$ cat src/rtl/bffa_pkg.sv
// ----------------------------------------------------------------------------
// bffa_pkg
// Shared types, constants and helpers of the first-fit bitmap allocator.
// ----------------------------------------------------------------------------
`default_nettype none

package bffa_pkg;

    // Bitmap geometry: bytes are grouped into RAM rows of ROW_BYTES each.
    localparam int BITMAP_BYTES = 512;
    localparam int ROW_BYTES    = 8;
    localparam int ROW_BITS     = ROW_BYTES * 8;
    localparam int NUM_ROWS     = BITMAP_BYTES / ROW_BYTES;
    localparam int ROW_AW       = $clog2(NUM_ROWS);
    localparam int BIT_AW       = $clog2(ROW_BITS);
    localparam int BYTE_AW      = $clog2(ROW_BYTES);
    localparam int ROWCNT_W     = $clog2(NUM_ROWS + 1);

    // Field and register widths
    localparam int IDX_W    = 12;
    localparam int STAT_W   = 2;
    localparam int BYTES_W  = 10;
    localparam int LIMIT_W  = 13;
    localparam int CFG_AW   = 1;

    // Command codes
    localparam logic CMD_ALLOC = 1'b0;
    localparam logic CMD_FREE  = 1'b1;

    // Status codes
    localparam logic [STAT_W-1:0] ST_OK    = 2'd0;
    localparam logic [STAT_W-1:0] ST_RANGE = 2'd1;
    localparam logic [STAT_W-1:0] ST_FULL  = 2'd2;

    // Register indexes
    localparam logic [CFG_AW-1:0] REG_BYTES_IN_USE = 1'b0;
    localparam logic [CFG_AW-1:0] REG_ENTRY_LIMIT  = 1'b1;

    localparam logic [BYTES_W-1:0] BYTES_RESET = BYTES_W'(512);
    localparam logic [LIMIT_W-1:0] LIMIT_RESET = LIMIT_W'(4096);
    localparam logic [BYTES_W-1:0] BYTES_MAX   = BYTES_W'(BITMAP_BYTES);

    typedef enum logic [2:0] {
        S_IDLE,
        S_SCAN,
        S_FREE_WR,
        S_DONE
    } t_state;

    // Result of searching one RAM row for a clear bit
    typedef struct packed {
        logic              found;
        logic [BIT_AW-1:0] bit_off;
    } t_search;

    // Lowest clear bit of a byte (bit 0 stands for the lowest entry)
    function automatic logic [2:0] first_zero8(input logic [7:0] v);
        logic [2:0] pos;
        pos = 3'd0;
        for (int k = 7; k >= 0; k--) begin
            if (!v[k]) begin
                pos = 3'(k);
            end
        end
        return pos;
    endfunction

endpackage

`default_nettype wire

$ cat src/rtl/bffa_row_search.sv
// ----------------------------------------------------------------------------
// bffa_row_search
// Finds the lowest clear entry bit of one bitmap row, skipping bytes that
// lie beyond the scanned span.
// ----------------------------------------------------------------------------
`default_nettype none

module bffa_row_search (
    input  wire logic [bffa_pkg::ROW_BITS-1:0] i_row_data,
    input  wire logic [bffa_pkg::ROW_AW-1:0]   i_row,
    input  wire logic [bffa_pkg::BYTES_W-1:0]  i_span,
    output bffa_pkg::t_search                  o_result
);
    import bffa_pkg::*;

    logic [ROW_BYTES-1:0] w_byte_ok;
    logic [BYTE_AW-1:0]   w_byte_sel;
    logic [7:0]           w_sel_byte;

    always_comb begin
        for (int j = 0; j < ROW_BYTES; j++) begin
            w_byte_ok[j] = (BYTES_W'({i_row, BYTE_AW'(j)}) < i_span)
                        && (i_row_data[j*8 +: 8] != 8'hFF);
        end
    end

    // Lowest byte with room wins
    always_comb begin
        w_byte_sel = '0;
        for (int j = ROW_BYTES - 1; j >= 0; j--) begin
            if (w_byte_ok[j]) begin
                w_byte_sel = BYTE_AW'(j);
            end
        end
    end

    assign w_sel_byte       = i_row_data[w_byte_sel*8 +: 8];
    assign o_result.found   = |w_byte_ok;
    assign o_result.bit_off = {w_byte_sel, first_zero8(w_sel_byte)};

endmodule

`default_nettype wire

$ cat config.mk
export PLATFORM = sky130hd
export DESIGN_NAME = bffa_row_search
export DESIGN_NICKNAME = d
export VERILOG_FILES = /design/src/rtl/bffa_pkg.sv /design/src/rtl/bffa_row_search.sv
export SDC_FILE = /design/constraint.sdc
export NUM_CORES = 1
export LEC_CHECK = 0
export ABC_AREA = 1
export BUFFER_PORTS_ARGS = -buffer_cell sky130_fd_sc_hd__buf_4
export CAP_MARGIN = 20
export CELL_PAD_IN_SITES_DETAIL_PLACEMENT = 1
export CELL_PAD_IN_SITES_GLOBAL_PLACEMENT = 1
export CORE_ASPECT_RATIO = 1.1
export CORE_MARGIN = 3
export CORE_UTILIZATION = 29
export DETAILED_ROUTE_END_ITERATION = 8
export PLACE_DENSITY = 0.92
export SYNTH_ARGS = -nofsm -noshare
export SYNTH_HDL_FRONTEND = slang
export SYNTH_SLANG_ARGS = --single-unit
$ cat constraint.sdc
create_clock -name vclk -period 3
set_input_delay 0.15 -clock vclk [all_inputs]
set_output_delay 0.15 -clock vclk [all_outputs]
set_load 0.02 [all_outputs]
==> flow_metrics.env <==
export IMPL_outcome="finished with violations"
export IMPL_violations="negative setup slack"
export IMPL_power_density_nw_per_um2=184
export IMPL_synthTopCellsByArea="nand2_1 18%, nand3_1 11%, nor2_1 6.9%, o21ai_1 6.5%, ha_1 6.0%"
export IMPL_grt_usage_pct=19.1
export IMPL_fin_ws_ns=-0.101
export IMPL_start_util_pct=30.7
export IMPL_dieArea_um2=5920
export IMPL_grt_pass1_vias=2123
export IMPL_maxSlewViolCount=0
export IMPL_crit_fanout=6
export IMPL_crit_path_end_kind="output port"
export IMPL_crit_arrival_ns=2.95
export IMPL_grt_ovfl_total=0
export IMPL_grt_max_degree=37
export IMPL_wl_per_cell_um=16.5
export IMPL_finalSetupViolCount=2
export IMPL_tightest_slew_ns=0.420
export IMPL_leakage_uw=0.00117
export IMPL_crit_top_cell="nand2_1"
export IMPL_drtPass1Iterations=4
export IMPL_fin_util_pct=50.0
export IMPL_fin_crit_ns=3.10
export IMPL_regArea_um2=0
export IMPL_rows=26
export IMPL_synthesis_nets=351
export IMPL_crit_path_max_incr_delay_ns=0.23
export IMPL_hold_viol=0
export IMPL_first_iter_violations=43
export IMPL_yosysTopAreaCell="nand2_1"
export IMPL_cp_start_kind="primary input"
export IMPL_required_ns=2.85
export IMPL_core_um2=4750
export IMPL_place_congestion=0.870
export IMPL_synth_distinct_cells=38
export IMPL_die_y_um=80.4
export IMPL_layout_nets=443
export IMPL_antenna_left=0
export IMPL_netlist_area_um2=1460
export IMPL_via_per_inst=5.37
export IMPL_die_width_um=73.6
export IMPL_area_growth_pct=62.7
export IMPL_seq_cell_count=0
export IMPL_yosysWarnings=0
export IMPL_vias=2202
export IMPL_vdd_drop_max_mv=0.0638
export IMPL_fin_setup_tns_ns=-0.196
export IMPL_fmax_ghz=0.322
export IMPL_crit_chain="buf_6 > inv_4 > ha_4 > a21o_1 > a21oi_4 > nand4_1 > nand2_1 > nand2_2 > nand2_2 > nand2_4 > a21boi_4 > buf_6 > nor2_1 > nor2_1 > o21ai_1 > nand2_1 > inv_1 > nand2_1 > o21ai_1 > nor2_1 > nand2_1 > nor2_2 > buf_6"
export IMPL_drc=0
export IMPL_nFillCells=673
export IMPL_port_buffers=87
export IMPL_synth_avg_cell_area_um2=5.53
export IMPL_multi_input_area_um2=1440
export IMPL_place_hpwl_um=5160
export IMPL_drive_gt1_share_pct=41.5
export IMPL_seq_area_frac_synth_pct=0
export IMPL_max_slew_margin_rel_pct=71.8
export IMPL_syn_inst=264
export IMPL_n_clock_buffer=0
export IMPL_grt_setup_unrepaired="yes"
export IMPL_grt_pass1_wl_um=9190
export IMPL_layout_worst_path_cycle_share_pct=103
export IMPL_crit_type="primary input to output port"
export IMPL_hold_class="primary input to output port"
export IMPL_insertedDiodeCount=0
export IMPL_slowest_stage="a21boi_4"
export IMPL_io_pins=87
export IMPL_wl_um=6790
export IMPL_antenna_found_initial=0
export IMPL_synth_top_area_share_pct=18.3
export IMPL_maxCapViolCount=0
cell families (layout without fill, tap and decap cells):
group	Yosys count	in the layout	synth area share, %
compound gates	49	49	23.0
fa+ha+maj	7	7	6.00
buf+inv	40	126	13.8
simple gates	168	172	57.2
per-stage QoR:
stage | worst slack (ns) | cell area [um^2] | hold WS [ns] | instances | total power, uW
2_1_floorplan | 0.463 | 1460 | 0.648 | 264 | 221
3_3_place_gp | 0.0971 | 2140 | 0.865 | 403 | 353
3_5_place_dp | 0.0234 | 2140 | 0.869 | 403 | 365
4_1_cts | 0.0122 | 2140 | 0.873 | 403 | 366
5_1_grt | -0.292 | 2370 | 0.959 | 410 | 477
6_report | -0.101 | 2370 | 0.912 | 410 | 438
cells in the mapped netlist, drive strengths merged:
cell type / count
a21oi: 7
o21a: 1
nand2: 81
or3: 1
nand3b: 1
nand3: 34
buf: 9
o22ai: 1
ha: 7
o211ai: 10
nor2: 31
inv: 30
a21o: 1
nor4: 1
or2: 5
o31ai: 1
clkinv: 1
nand4: 12
and2: 2
a21boi: 1
o21ai: 27
where the power goes:
part | switching (uW) | internal, uW
combinational | 244 | 193
clock | 0 | 0
sequential | 0 | 0
final cells by class:
type	count	share of cell area, %
Multi-Input combinational cell	228	60.5
Timing Repair Buffer	95	31.3
Inverter	31	5.27
Tap cell	56	2.95
path summary, 6_finish.rpt:
kind / end / cells past startpoint / slack [ns] / from
max: o_result[2] / 23 / -0.10 / i_span[7]
min: o_result[6] / 6 / 0.91 / i_span[0]
cell usage in the layout (no fill, tap or decap), drive strengths merged:
master  instances
a21boi          1
a21o            1
a21oi           7
and2            2
buf            95
clkinv          1
ha              7
inv            30
nand2          85
nand3          34
nand3b          1
nand4          12
nor2           31
nor4            1
o211ai         10
o21a            1
o21ai          27
o22ai           1
o31ai           1
or2             5
or3             1
routing by layer:
layer,GRT usage (%),wire length (um),vias to the layer above
met5,0,0,-
met4,1.45,117,0
met3,1.13,397,10
met2,37.1,3650,80
met1,23.3,2620,1041
li1,-,-,1071
critical path: cells and delay by family:
family	cells	cell delay, ns
simple gates	12	1.26
buf+inv	5	0.49
compound gates	5	0.83
fa+ha+maj	1	0.19
what timing repair did:
item | CTS | global route
hold buffers | 0 | 0
resized for setup | 0 | 29
buffers inserted | 0 | 2
setup endpoints to repair | 0 | 3
Power figures use the tool's default switching activity.
