--- config.mk ---
export PLATFORM = sky130hd
export DESIGN_NAME = bffa_row_ram
export DESIGN_NICKNAME = d
export VERILOG_FILES = /design/src/rtl/bffa_pkg.sv /design/src/rtl/bffa_row_ram.sv
export SDC_FILE = /design/constraint.sdc
export NUM_CORES = 2
export LEC_CHECK = 0
export BUFFER_PORTS_ARGS = -buffer_cell sky130_fd_sc_hd__buf_2
export CAP_MARGIN = 5
export CORE_MARGIN = 1
export CORE_UTILIZATION = 41
export CTS_CLUSTER_SIZE = 28
export DETAILED_ROUTE_END_ITERATION = 8
export GPL_ROUTABILITY_DRIVEN = 0
export GPL_TIMING_DRIVEN = 0
export MAX_ROUTING_LAYER = met4
export SETUP_SLACK_MARGIN = 0.1
export SYNTH_ARGS = -nofsm -noshare
export SYNTH_HDL_FRONTEND = slang
export SYNTH_SLANG_ARGS = --single-unit
--- constraint.sdc ---
create_clock -name i_clk -period 8.5 [get_ports i_clk]
set_clock_uncertainty 0.2 [all_clocks]
set_input_delay 0.85 -clock i_clk [delete_from_list [all_inputs] [get_ports i_clk]]
set_output_delay 0.85 -clock i_clk [all_outputs]
set_load 0.03 [all_outputs]
--- src/rtl/bffa_pkg.sv ---
// ----------------------------------------------------------------------------
// bffa_pkg
// Shared types, constants and helpers of the first-fit bitmap allocator.
// ----------------------------------------------------------------------------
`default_nettype none

package bffa_pkg;

    // Bitmap geometry: bytes are grouped into RAM rows of ROW_BYTES each.
    localparam int BITMAP_BYTES = 512;
    localparam int ROW_BYTES    = 8;
    localparam int ROW_BITS     = ROW_BYTES * 8;
    localparam int NUM_ROWS     = BITMAP_BYTES / ROW_BYTES;
    localparam int ROW_AW       = $clog2(NUM_ROWS);
    localparam int BIT_AW       = $clog2(ROW_BITS);
    localparam int BYTE_AW      = $clog2(ROW_BYTES);
    localparam int ROWCNT_W     = $clog2(NUM_ROWS + 1);

    // Field and register widths
    localparam int IDX_W    = 12;
    localparam int STAT_W   = 2;
    localparam int BYTES_W  = 10;
    localparam int LIMIT_W  = 13;
    localparam int CFG_AW   = 1;

    // Command codes
    localparam logic CMD_ALLOC = 1'b0;
    localparam logic CMD_FREE  = 1'b1;

    // Status codes
    localparam logic [STAT_W-1:0] ST_OK    = 2'd0;
    localparam logic [STAT_W-1:0] ST_RANGE = 2'd1;
    localparam logic [STAT_W-1:0] ST_FULL  = 2'd2;

    // Register indexes
    localparam logic [CFG_AW-1:0] REG_BYTES_IN_USE = 1'b0;
    localparam logic [CFG_AW-1:0] REG_ENTRY_LIMIT  = 1'b1;

    localparam logic [BYTES_W-1:0] BYTES_RESET = BYTES_W'(512);
    localparam logic [LIMIT_W-1:0] LIMIT_RESET = LIMIT_W'(4096);
    localparam logic [BYTES_W-1:0] BYTES_MAX   = BYTES_W'(BITMAP_BYTES);

    typedef enum logic [2:0] {
        S_IDLE,
        S_SCAN,
        S_FREE_WR,
        S_DONE
    } t_state;

    // Result of searching one RAM row for a clear bit
    typedef struct packed {
        logic              found;
        logic [BIT_AW-1:0] bit_off;
    } t_search;

    // Lowest clear bit of a byte (bit 0 stands for the lowest entry)
    function automatic logic [2:0] first_zero8(input logic [7:0] v);
        logic [2:0] pos;
        pos = 3'd0;
        for (int k = 7; k >= 0; k--) begin
            if (!v[k]) begin
                pos = 3'(k);
            end
        end
        return pos;
    endfunction

endpackage

`default_nettype wire

--- src/rtl/bffa_row_ram.sv ---
// ----------------------------------------------------------------------------
// bffa_row_ram
// Bitmap storage: one row of entry bits per address, registered read,
// per-row valid bits so that rows never written read as all free.
// ----------------------------------------------------------------------------
`default_nettype none

module bffa_row_ram (
    input  wire logic                          i_clk,
    input  wire logic                          i_rst_n,
    input  wire logic                          i_we,
    input  wire logic [bffa_pkg::ROW_AW-1:0]   i_waddr,
    input  wire logic [bffa_pkg::ROW_BITS-1:0] i_wdata,
    input  wire logic                          i_re,
    input  wire logic [bffa_pkg::ROW_AW-1:0]   i_raddr,
    output logic      [bffa_pkg::ROW_BITS-1:0] o_rdata
);
    import bffa_pkg::*;

    logic [ROW_BITS-1:0] r_mem [NUM_ROWS];
    logic [NUM_ROWS-1:0] r_row_vld;
    logic [ROW_BITS-1:0] r_rd_word;
    logic                r_rd_vld;

    always_ff @(posedge i_clk) begin
        if (i_we) begin
            r_mem[i_waddr] <= i_wdata;
        end
        if (i_re) begin
            r_rd_word <= r_mem[i_raddr];
        end
    end

    always_ff @(posedge i_clk) begin
        if (!i_rst_n) begin
            r_row_vld <= '0;
            r_rd_vld  <= 1'b0;
        end else begin
            if (i_re) begin
                r_rd_vld <= r_row_vld[i_raddr];
            end
            if (i_we) begin
                r_row_vld[i_waddr] <= 1'b1;
            end
        end
    end

    assign o_rdata = r_rd_vld ? r_rd_word : '0;

endmodule

`default_nettype wire

==> flow_summary.json <==
{
  "period_share_pct": 54.45,
  "seq_area_um2": 126200,
  "grt_util_all_layers_pct": 22.04,
  "drtIter0Drc": 9227,
  "cp_num_cells": 8,
  "cts.sinks": 4225,
  "report.final.slew_viol_count": 0,
  "via_count": 73660,
  "crit_family": "buffers and inverters",
  "clk_latency_ps": 1000,
  "holdBufCountCts": 0,
  "postCtsResizedCells": 0,
  "clk_pin_slew_ps": 60,
  "port_buffers": 136,
  "grt_max_degree": 65,
  "p_sw_w": 0.009161,
  "yosysSeqAreaShare_pct": 79.10,
  "setup-violations-final": 0,
  "grt_pass1_vias": 75890,
  "rsz0062_at_grt": "false",
  "firstDrtPassIters": 8,
  "place_ws_ps": 2961,
  "ios": 144,
  "synth_flop_cell": "edfxtp_1",
  "comb_power_share_pct": 5.0,
  "criticalPathCategory": "in -> reg",
  "die_w_um": 625.8,
  "htreeDepth": 5,
  "worst_pin_slew_ps": 1459,
  "fillerInstances": 30560,
  "arrival_ps": 5080,
  "cts_root_buf": "clkbuf_16",
  "post-cts-setup-buffers": 0,
  "synthArstFlopShare_pct": 0,
  "core_area_um2": 386500,
  "r2r_slack_ps": 5710,
  "power_density_nw_per_um2": 232.0,
  "startpoint": "i_raddr[2]",
  "final_antenna_net_count": 0,
  "synth_area_leaders": "edfxtp_1 78%, mux4_2 18%, dfxtp_1 0.82%, a22oi_1 0.62%, clkbuf_1 0.44%",
  "hold_path_class": "in -> reg",
  "finalSetupTns_ps": 0,
  "cts.path.max_buffers": 4,
  "r2r.worst_path.cells": 4,
  "relSlewSlack_pct": 2.711,
  "avgSynthCellArea_um2": 25.25,
  "r2r-start": "r_mem[46][29]",
  "setup_ws_ps": 3871,
  "finalPower_w": 0.04290,
  "crit_path_end_kind": "register",
  "cp-start-kind": "input pin",
  "p_clk_share_pct": 41.1,
  "reg2reg_to": "r_rd_word[29]",
  "ys_ff_latch": 4225,
  "synth_top_area_cell": "edfxtp_1",
  "syn-cell-area_um2": 159600,
  "grt_pass1_wl_um": 585100,
  "syn_nets": 6400,
  "multi_input_area_um2": 32370,
  "leakagePower_nw": 56.93,
  "internal_power_w": 0.03374,
  "dp_hpwl_um": 291100,
  "synth_most_common_cell": "edfxtp_1",
  "cts_tree": "built",
  "sw_frac_of_total_pct": 21.35,
  "initial_core_util_pct": 41.28,
  "path_cells": "buf_2, buf_4, buf_2, clkbuf_1, mux4_2, mux4_2, a22oi_1, nand2_1",
  "critPathCapture": "r_rd_word[29]",
  "synth-edff-count": 4160,
  "area_delta_synth_final_pct": 15.87,
  "drv_cap": 0,
  "grt_overflow": 0,
  "dieArea_um2": 391700,
  "synth_warnings": 0,
  "crit_buf_inv": 4,
  "cts_buffers": 408,
  "crit_required_ps": 8960,
  "antenna_found_initial": 59,
  "run_status": "completed",
  "synth_cell_type_count": 30,
  "max_stage_delay_ps": 900,
  "fin_nets": 7182,
  "synth_common_cells": "4160 x edfxtp_1, 1290 x mux4_2, 188 x clkbuf_1",
  "die_h_um": 625.8,
  "ir_drop_uv": 158.1,
  "rows": 228,
  "syn_inst": 6320,
  "drt_wl_total_um": 421900,
  "max_freq_mhz": 216.1,
  "path_max_fanout": 11,
  "critPathSlowestCell": "buf_2",
  "min_period_ps": 4629,
  "routed_via_density": 5.804,
  "layout-drive-gt1-share_pct": 32.84,
  "post_drt_wl_per_cell_um": 33.24,
  "synth_top_area_share_pct": 78.29,
  "drcViolationCount": 0,
  "finalHoldViolCount": 0,
  "power_frac_seq_pct": 53.9,
  "final_util_pct": 47.83
}
## per-layer routing
| layer | track usage, % | up-vias | share of wire (%) |
|---|---|---|---|
| li1 | - | 29320 | - |
| met3 | 4.830 | 735 | 8.8 |
| met5 | - | - | 0 |
| met4 | 7.253 | 0 | 3.6 |
| met1 | 27.04 | 40090 | 37 |
| met2 | 36.46 | 3510 | 51 |
## sequential cells by signal (all words and copies together), names as in the netlist
name	cells
r_rd_word	64
r_row_vld	64
r_rd_vld	1
r_mem	4096
## worst min path at each step
stage,startpoint,to,cells past startpoint
floorplan,r_row_vld[16],r_row_vld[16],1
global placement,r_row_vld[27],r_row_vld[27],1
detailed placement,r_row_vld[32],r_row_vld[32],1
CTS,i_rst_n,r_row_vld[10],2
global route,i_rst_n,r_row_vld[10],2
finish,i_rst_n,r_row_vld[10],2
## placed cells by master, fill, tap and decap left out, drive strengths merged, types with 65 or more instances in the layout
master / n
clkinv: 174
dfxtp: 65
nand2: 72
mux4: 1290
buf: 525
clkbuf: 689
edfxtp: 4160
and2: 65
diode: 86
a22oi: 131
## metrics by stage
stage	std cells	cell area, um^2	hold WS [ps]
global route	12650	184800	59.86
finish	12690	184900	87.06
detailed placement	11870	171800	246.0
global placement	11630	166700	238.9
floorplan	6320	159600	233.0
CTS	12610	184600	13.37
## power by group through the flow
stage               registers (W)  logic [W]  clock network [W]
detailed placement         0.0236    0.00215                  0
global route               0.0231    0.00224             0.0187
global placement           0.0236    0.00203                  0
CTS                        0.0231    0.00216             0.0179
finish                     0.0231    0.00214             0.0176
floorplan                  0.0235    0.00114                  0
## cell type report
type                    instances  share of cell area [%]
clock buffers                 501                   5.778
multi-input cells            1754                   17.51
clock inverters               238                   1.185
repair buffers                372                   2.838
plain buffers                 341                  0.8053
flip-flops and latches       4225                   68.27
well taps                    5175                   3.502
diodes                         86                  0.1164
## worst reg2reg max path, stage by stage (launching register included)
cell,delay [ps]
edfxtp_1,380
mux4_2,480
mux4_2,510
a22oi_1,720
nand2_1,200
## kinds of logic (layout without fill, tap and decap cells)
group,count (synthesis),after routing,share of synthesized area [%]
buffers and inverters,341,1452,0.9112
AND/OR/NAND/NOR,248,248,0.7489
flip-flops,4225,4225,79.10
other,0,86,0
multiplexers,1296,1296,18.25
AO/OA/AOI/OAI,210,210,0.9888
(Power assumes the default switching activity.)
